`src/rtl/psm_pkg.sv`:
```
`timescale 1ns / 1ps
// ============================================================================
// psm_pkg
// Shared types, codes and default sizes of the p-code stack machine core.
// ============================================================================
package psm_pkg;

    localparam int OPCODE_W  = 3;
    localparam int LEVEL_W   = 2;
    localparam int OPERAND_W = 11;
    localparam int PC_OUT_W  = 11;
    localparam int DATA_W    = 32;
    localparam int TOP_OUT_W = 13;
    localparam int ERR_W     = 2;

    // CODE_DEPTH and STACK_DEPTH are powers of two.
    localparam int STACK_DEPTH_DEF = 4096;
    localparam int MAX_LEVEL_DEF   = 3;
    localparam int CODE_DEPTH_DEF  = 2048;

    localparam logic [OPCODE_W-1:0] OP_LIT = 3'd0;
    localparam logic [OPCODE_W-1:0] OP_OPR = 3'd1;
    localparam logic [OPCODE_W-1:0] OP_LOD = 3'd2;
    localparam logic [OPCODE_W-1:0] OP_STO = 3'd3;
    localparam logic [OPCODE_W-1:0] OP_CAL = 3'd4;
    localparam logic [OPCODE_W-1:0] OP_INT = 3'd5;
    localparam logic [OPCODE_W-1:0] OP_JMP = 3'd6;
    localparam logic [OPCODE_W-1:0] OP_JPC = 3'd7;

    localparam logic [OPERAND_W-1:0] OPR_RET = 11'd0;
    localparam logic [OPERAND_W-1:0] OPR_NEG = 11'd1;
    localparam logic [OPERAND_W-1:0] OPR_ADD = 11'd2;
    localparam logic [OPERAND_W-1:0] OPR_SUB = 11'd3;
    localparam logic [OPERAND_W-1:0] OPR_MUL = 11'd4;
    localparam logic [OPERAND_W-1:0] OPR_DIV = 11'd5;
    localparam logic [OPERAND_W-1:0] OPR_ODD = 11'd6;
    localparam logic [OPERAND_W-1:0] OPR_EQ  = 11'd8;
    localparam logic [OPERAND_W-1:0] OPR_NE  = 11'd9;
    localparam logic [OPERAND_W-1:0] OPR_LT  = 11'd10;
    localparam logic [OPERAND_W-1:0] OPR_GE  = 11'd11;
    localparam logic [OPERAND_W-1:0] OPR_GT  = 11'd12;
    localparam logic [OPERAND_W-1:0] OPR_LE  = 11'd13;

    localparam logic [ERR_W-1:0] ERR_NONE  = 2'd0;
    localparam logic [ERR_W-1:0] ERR_DIV0  = 2'd1;
    localparam logic [ERR_W-1:0] ERR_STACK = 2'd2;

endpackage

```
`src/rtl/psm_div.sv`:
```
`timescale 1ns / 1ps
// ============================================================================
// psm_div
// Iterative signed divider, one quotient bit per cycle, truncating toward zero.
// ============================================================================
module psm_div import psm_pkg::*; (
    input  logic              i_clk,
    input  logic              i_rst_n,
    input  logic              i_start,
    input  logic [DATA_W-1:0] i_dividend,
    input  logic [DATA_W-1:0] i_divisor,
    output logic              o_done,
    output logic [DATA_W-1:0] o_quotient
);
    localparam int CW = $clog2(DATA_W);

    logic              r_busy;
    logic              r_done;
    logic [CW-1:0]     r_cnt;
    logic [DATA_W-1:0] r_rem;
    logic [DATA_W-1:0] r_dvd;
    logic [DATA_W-1:0] r_mag_b;
    logic              r_neg;
    logic [DATA_W:0]   rem_sh;
    logic              q_bit;
    logic [DATA_W:0]   rem_sub;

    assign rem_sh  = {r_rem, r_dvd[DATA_W-1]};
    assign q_bit   = rem_sh >= {1'b0, r_mag_b};
    assign rem_sub = rem_sh - {1'b0, r_mag_b};

    always_ff @(posedge i_clk) begin
        if (!i_rst_n) begin
            r_busy <= 1'b0;
            r_done <= 1'b0;
            r_cnt  <= '0;
        end else begin
            r_done <= 1'b0;
            if (i_start) begin
                r_busy  <= 1'b1;
                r_cnt   <= CW'(DATA_W - 1);
                r_rem   <= '0;
                r_dvd   <= i_dividend[DATA_W-1] ? (DATA_W'(0) - i_dividend) : i_dividend;
                r_mag_b <= i_divisor[DATA_W-1] ? (DATA_W'(0) - i_divisor) : i_divisor;
                r_neg   <= i_dividend[DATA_W-1] ^ i_divisor[DATA_W-1];
            end else if (r_busy) begin
                r_rem <= q_bit ? rem_sub[DATA_W-1:0] : rem_sh[DATA_W-1:0];
                r_dvd <= {r_dvd[DATA_W-2:0], q_bit};
                r_cnt <= r_cnt - CW'(1);
                if (r_cnt == '0) begin
                    r_busy <= 1'b0;
                    r_done <= 1'b1;
                end
            end
        end
    end

    assign o_done     = r_done;
    assign o_quotient = r_neg ? (DATA_W'(0) - r_dvd) : r_dvd;
endmodule

```
`config.mk`:
```
export PLATFORM = sky130hd
export DESIGN_NAME = psm_div
export DESIGN_NICKNAME = d
export VERILOG_FILES = /design/src/rtl/psm_pkg.sv /design/src/rtl/psm_div.sv
export SDC_FILE = /design/constraint.sdc
export NUM_CORES = 1
export LEC_CHECK = 0
export ABC_AREA = 1
export BUFFER_PORTS_ARGS = -buffer_cell sky130_fd_sc_hd__buf_2
export CORE_AREA = 8 8 130 132
export DETAILED_ROUTE_END_ITERATION = 6
export DIE_AREA = 0 0 138 140
export PLACE_DENSITY_LB_ADDON = 0.05
export SLEW_MARGIN = 10
export SYNTH_ARGS = -nofsm -noshare
export SYNTH_HDL_FRONTEND = slang
export SYNTH_SLANG_ARGS = --single-unit
```
`constraint.sdc`:
```
create_clock -name i_clk -period 13.73 [get_ports i_clk]
set_clock_uncertainty 0.15 [all_clocks]
set_input_delay 0.6865 -clock i_clk [delete_from_list [all_inputs] [get_ports i_clk]]
set_output_delay 0.6865 -clock i_clk [all_outputs]
set_load 0.1 [all_outputs]
```
==> key figures, run 1 <==
Power
  • Max IR drop VDD: 78.0 uV
  • Reg power frac: 35.2%
  • Switching share of power: 42.8%
  • Int Power: 0.657 mW
  • Power per Cell Area: 109 mW/mm^2
  • Sw Pwr: 0.492 mW
  • Clock Power Share: 24.5%
  • Power share of the combinational group: 40.3%
  • Leak pwr: 5.53 nW

Critical path
  • Worst setup EP type: output port
  • Worst-path maximum fanout: 5
  • Slowest-stage cell, CP: buf_2
  • Crit path kind: reg2out
  • Crit-path max cell delay: between 0.4 and 0.5 ns
  • Critical path buffers and inverters: 2
  • Startpoint types: register
  • CP most frequent cell: nand2_1
  • Critical path's top delay family: simple AND/OR/NAND/NOR gates
  • Arr. time, crit path: ~2.7 ns
  • Worst R2R Start: r_rem[27]
  • Crit path required time: about 13 ns
  • Crit path from: r_dvd[0]
  • FF-to-FF path depth: 10
  • CP Depth: 11
  • CP cell instances: inv_1 > ha_1 > nand3_1 > nor2_1 > nand2_1 > nor3_2 > nand3_1 > o21ai_0 > nand2_1 > nand2_1 > buf_2

Cells and area
  • Layout area overhead: 9.64%
  • Commonest non-fill, non-tap cell in the layout: nand2_1
  • N_diodes: 0
  • Commonest non-fill, non-tap cells in the layout: 442 x nand2_1, 271 x inv_1, 184 x nor2_1, 99 x buf_2, 97 x edfxtp_1
  • Share of layout cells above drive strength 1: 9.96%
  • Final net count: 1656

Clocking
  • CTS Sinks: 104
  • Clock tree buffer depth: 2
  • Clk Latency, worst-skew pair: 0.37 ns
  • Htree depth: 3
  • Cts hold-fix bufs: 0
  • Root Buffer: clkbuf_16
  • Num CTS Buffers: 9
  • Post-CTS Setup Bufs: 0
  • Reg clk slew, reported paths: 0.08 ns
  • CTS tree: done
  • CTS resizes: 0

Detailed routing
  • Initial DRC Count: between 900 and 1000
  • Routed via count: 9450
  • Met2 wire length: 11.7 mm
  • Metal-1 WL: 12.3 mm
  • Met3 Wirelength: approximately 2.6 mm
  • WL/cell: between 15 and 20 um
  • Vias per cell: 5.42
  • Pre-antenna DRT Iters: 5
  • Routed WL: 27.1 mm
  • Top Metal Used: met4
  • Drc violations: 0
  • Post-route ant nets: 0

Global route
  • Largest net degree at the start of global routing: 84
  • Initial antenna violation count: 0
  • Vias in the first global route: 8791
  • Gr usage total: 27.6%
  • First-pass GRT wire length: around 44 mm
  • Gr ovfl total: 0

Synthesis
  • Synth warn: 0
  • Post-synthesis mux area share: 0%
  • Register bit total from synthesis: approximately 100
  • Synth Area in XOR/XNOR: 8.10%
  • Synth area leader: edfxtp_1
  • Synth Area in Simple Gates: 36.2%
  • Mapped Avg Cell Area: 6.55 um^2
  • Register area share after synthesis: about a third
  • Compound-cell area share of the yosys netlist: 6.45%
  • Top post-synthesis cells by area: edfxtp_1 30%, nand2_1 17%, inv_1 11%
  • Cell count after synthesis: 1469
  • Syn_nets: about 1600
  • Synth Area in Adders: 5.02%
  • Main combinational cell family by area after synthesis: simple AND/OR/NAND/NOR gates
  • Count of different cell masters after synthesis: 38
  • Top-area cell type share of the netlist area: 30.3%
  • Post-Synthesis Cell Area: approximately 0.0096 mm^2

Die
  • Std-Cell Rows: 45
  • Die ar.: 0.0193 mm^2
  • Chip height: 140 um
  • Initial Util: 64.7%
  • DIE WIDTH: 138 um
  • Core area: 0.0149 mm^2
  • Ports: 100

Timing
  • Slew Limit Fails: 0
  • Minimum clock period: 3.51 ns
  • Tcrit/Tclk final: about a quarter
  • Final Hold Viols: 0
  • WHS: 0.329 ns
  • Relative slew slack: about two fifths
  • Worst-Margin Slew: 0.900 ns
  • Setup violations, final: 0
  • Fmax: 285 MHz
  • Setup Total Neg Slack: 0 ns
  • RSZ-0062 raised after global routing: no

Worst hold path
  • WHS Path Cells: 2
  • Worst min path class: reg2reg
  • Min-Delay Startpoint: r_cnt[3]

Place
  • GPL Wtd Cong: ~0.98
  • DP HPWL: 21.4 mm
  • IO buf count: 99

Job
  • Max-Cap Viols: 0

Run status
  • Outcome: finished clean
-- cell families (layout without fill, tap and decap cells) --
logic type | Yosys count | in the layout
AND/OR/NAND/NOR | 814 | 814
buffers and inverters | 308 | 395
AO/OA/AOI/OAI | 116 | 116
flip-flops | 104 | 104
XOR/XNOR | 89 | 89
adder cells (fa/ha/maj) | 38 | 38
-- state kept, by name, indices dropped and copies added (netlist names) --
name / count
r_cnt: 5
r_neg: 1
r_dvd: 32
o_done: 1
r_busy: 1
r_rem: 32
r_mag_b: 32
-- cell usage after synthesis --
cell type / n
nand2_1: 442
inv_1: 272
nor2_1: 184
edfxtp_1: 97
nand3_1: 91
xor2_1: 76
o21ai_0: 67
ha_1: 37
a21oi_1: 28
nand3b_1: 26
clkbuf_1: 20
nor2_2: 17
nand4_1: 16
xnor2_1: 13
nor3_1: 12
and2_1: 9
dfxtp_1: 7
a31oi_1: 6
buf_2: 5
inv_2: 4
nor4_1: 4
o31ai_1: 4
a21o_1: 3
buf_4: 3
buf_6: 3
nand2_2: 3
o211ai_1: 3
o21ai_1: 3
or2_2: 3
nand2_8: 2
nand3_2: 2
a22o_1: 1
fa_1: 1
inv_6: 1
nand2_4: 1
nor3_2: 1
nor3_4: 1
o41ai_1: 1
-- power groups by stage --
stage	Sequential [mW]	Combinational, mW	Clock [mW]
global placement	0.409	0.450	0
detailed placement	0.410	0.456	0
floorplan	0.403	0.360	0
CTS	0.403	0.458	0.284
finish	0.404	0.463	0.281
global route	0.407	0.507	0.293
-- cell type report --
type                    count  area [um^2]
multi-input cells        1057         5380
fillers                  1336         4320
flip-flops and latches    104         3050
inverters                 277         1040
repair buffers            102          518
well taps                 188          235
clock buffers               9          225
clock inverters             7         93.8
-- worst register-to-register path, delay by kind of cell (launching register included) --
kind,cells,cell delay (ns)
simple gates,5,0.68
fa+ha+maj,1,0.38
compound gates,2,0.47
flops,1,0.39
buf+inv,2,0.75
-- final timing paths --
| kind | to | slack, ns |
|---|---|---|
| min | r_cnt[3] | 0.33 |
| max | o_quotient[20] | 10.22 |
| min reg2reg | r_cnt[3] | 0.33 |
| max reg2reg | r_rem[26] | 10.76 |
-- routing by layer --
layer | GRT usage [%] | vias up
li1 | - | 4749
met1 | 39.0 | 4263
met2 | 42.2 | 403
met3 | 5.07 | 35
met4 | 8.01 | 0
met5 | 0 | -
-- stage by stage --
| stage | std cells | area [um^2] | utilization [%] | setup WS, ns | power, mW |
|---|---|---|---|---|---|
| 2_1_floorplan | 1469 | 9620 | - | 9.01 | 0.763 |
| 3_3_place_gp | 1728 | 10200 | 68.8 | 10.70 | 0.859 |
| 3_5_place_dp | 1728 | 10200 | 68.8 | 10.62 | 0.866 |
| 4_1_cts | 1744 | 10500 | 71.0 | 10.23 | 1.15 |
| 5_1_grt | 1744 | 10500 | 71.0 | 9.96 | 1.21 |
| 6_report | 1744 | 10500 | 71.0 | 10.22 | 1.15 |
No activity file was read; power rests on OpenSTA's default activity.
==> run 2, diff against run 1 <==
--- a/config.mk
+++ b/config.mk
@@ -7,9 +7,9 @@
 export LEC_CHECK = 0
 export ABC_AREA = 1
 export BUFFER_PORTS_ARGS = -buffer_cell sky130_fd_sc_hd__buf_2
-export CORE_AREA = 8 8 130 132
+export CORE_AREA = 8 8 142 144
 export DETAILED_ROUTE_END_ITERATION = 6
-export DIE_AREA = 0 0 138 140
+export DIE_AREA = 0 0 150 152
 export PLACE_DENSITY_LB_ADDON = 0.05
 export SLEW_MARGIN = 10
 export SYNTH_ARGS = -nofsm -noshare
==> constraint.sdc (replaced) <==
create_clock -name i_clk -period 3.2 [get_ports i_clk]
set_clock_uncertainty 0.15 [all_clocks]
set_input_delay 0.16 -clock i_clk [delete_from_list [all_inputs] [get_ports i_clk]]
set_output_delay 0.16 -clock i_clk [all_outputs]
set_load 0.1 [all_outputs]
==> run 2 against run 1 <==
Compared with the run above:
- sequential cell count is the same
- first-iteration DRC count shrank 32%
- count of clock-buffer cells in the layout is the same
- utilization shrank 9.9 points
- clock power grew to 4.3 times the previous value
- cell count grew 3.8%
- setup slack lost 10 ns
- global-route usage shrank 3.1 points
- register-to-register slack lost 10 ns
- critical path type unchanged
- highest routed layer unchanged
==> key figures, run 2 (synthesis gave the netlist of run 1 again) <==
Run status
  • Outcome: finished clean

Critical path
  • Worst-path maximum fanout: 5
  • Crit path required time: 2.89 ns
  • Critical path's top delay family: simple AND/OR/NAND/NOR gates
  • Arr. time, crit path: 2.67 ns
  • CP cell instances: inv_1 > ha_1 > nand3_1 > nor2_1 > nand2_1 > nor3_2 > nand2_1 > nand2_1 > nand2_1 > xor2_1 > buf_2
  • Slowest-stage cell, CP: buf_2
  • CP most frequent cell: nand2_1
  • Crit-path max cell delay: ~0.45 ns
  • Crit path kind: reg2out
  • Critical path buffers and inverters: 2
  • Worst setup EP type: output port
  • Startpoint types: register

Timing
  • Minimum clock period: 2.98 ns
  • Setup Total Neg Slack: 0 ns
  • Relative slew slack: 52.0%
  • Fmax: 335 MHz
  • RSZ-0062 raised after global routing: no
  • Worst-Margin Slew: approximately 0.7 ns
  • Slew Limit Fails: 0
  • Final Hold Viols: 0
  • Setup violations, final: 0
  • Tcrit/Tclk final: between 90% and 100%

Cells and area
  • Layout area overhead: 12.8%
  • Commonest non-fill, non-tap cell in the layout: nand2_1
  • Share of layout cells above drive strength 1: 10.3%
  • Commonest non-fill, non-tap cells in the layout: 442 x nand2_1, 271 x inv_1, 184 x nor2_1, 97 x edfxtp_1, 96 x buf_2
  • Fin cells: 1811
  • Fill count: 1755
  • Largest regs: r_dvd: 32 flops, r_mag_b: 32 flops, r_rem: 32 flops
  • Final net count: ~1700

Detailed routing
  • Routed via count: 9304
  • Drc violations: 0
  • Initial DRC Count: 609
  • Vias per cell: 5.14
  • WL/cell: 15.2 um
  • Routed WL: 27.5 mm
  • Pre-antenna DRT Iters: 5
  • Post-route ant nets: 0

Die
  • Die ar.: 0.0228 mm^2
  • DIE WIDTH: 150 um
  • Chip height: 152 um
  • Initial Util: 54.1%
  • Core area: 0.0178 mm^2
  • Std-Cell Rows: 49
  • Ports: 100

Power
  • Power per Cell Area: 457 mW/mm^2
  • Max IR drop VDD: 337 uV
  • Leak pwr: 5.64 nW

Job
  • Max-Cap Viols: 0

Clocking
  • CTS tree: done
  • Post-CTS Setup Bufs: 0
  • Htree depth: 3
  • Reg clk slew, reported paths: around 0.080 ns
  • Clock tree buffer depth: 2
  • Clk Latency, worst-skew pair: 0.37 ns
  • CTS Sinks: approximately 100
  • Root Buffer: clkbuf_16
  • Num CTS Buffers: 9

Global route
  • Initial antenna violation count: 1
  • Gr ovfl total: 0
  • Largest net degree at the start of global routing: 50
  • Gr usage total: 24.5%
  • Vias in the first global route: 8656
  • First-pass GRT wire length: 44.6 mm

Worst hold path
  • Worst min path class: in2reg

Place
  • DP HPWL: 22.4 mm
  • DP Cell Count: 1776
  • GPL Wtd Cong: 0.937
  • IO buf count: 99
-- run 2: per-stage QoR --
| stage | cell area, um^2 | setup WS (ns) | hold WS, ns | util (%) | total power, mW |
|---|---|---|---|---|---|
| floorplan | 9620 | 0.00587 | 0.109 | - | 3.27 |
| global placement | 10300 | 0.540 | 0.237 | 58.2 | 3.73 |
| detailed placement | 10300 | 0.517 | 0.226 | 58.2 | 3.74 |
| CTS | 10800 | 0.0965 | 0.00538 | 61.0 | 4.96 |
| global route | 10900 | 0.0188 | 0.0181 | 61.0 | 5.24 |
| finish | 10900 | 0.218 | 0.0163 | 61.0 | 4.96 |
-- run 2: path summary, 6_finish.rpt --
kind	start	endpoint	slack, ns	cells past startpoint
max	r_dvd[1]	o_quotient[16]	0.22	11
min	i_divisor[26]	r_mag_b[26]	0.02	2
max reg2reg	r_rem[15]	r_rem[14]	0.53	14
min reg2reg	r_cnt[0]	r_cnt[0]	0.34	2
-- run 2: power breakdown --
part | leakage (nW) | switching, mW | internal (mW)
clock | 0.155 | 0.579 | 0.626
combinational | 4.50 | 1.46 | 0.570
sequential | 0.986 | 0.0819 | 1.65
-- run 2: layout make-up --
| type | count | area (um^2) | area share (%) |
|---|---|---|---|
| Antenna cell | 1 | 2.50 | 0.0231 |
| Clock buffer | 9 | 225 | 2.07 |
| Clock inverter | 7 | 88.8 | 0.818 |
| Inverter | 277 | 1040 | 9.63 |
| Multi-Input combinational cell | 1057 | 5380 | 49.6 |
| Sequential cell | 104 | 3050 | 28.1 |
| Tap cell | 229 | 287 | 2.64 |
| Timing Repair Buffer | 127 | 771 | 7.10 |
-- run 2: timing repair --
item,4_1_cts,5_1_grt
setup endpoints to repair,0,3
hold endpoints to repair,19,0
resized for setup,0,7
hold buffers,18,0
-- run 2: metal layers --
metal	wire length (um)	GRT usage (%)
met5	0	0
met1	13900	37.2
met4	302	5.71
met2	11600	35.4
met3	1740	3.74
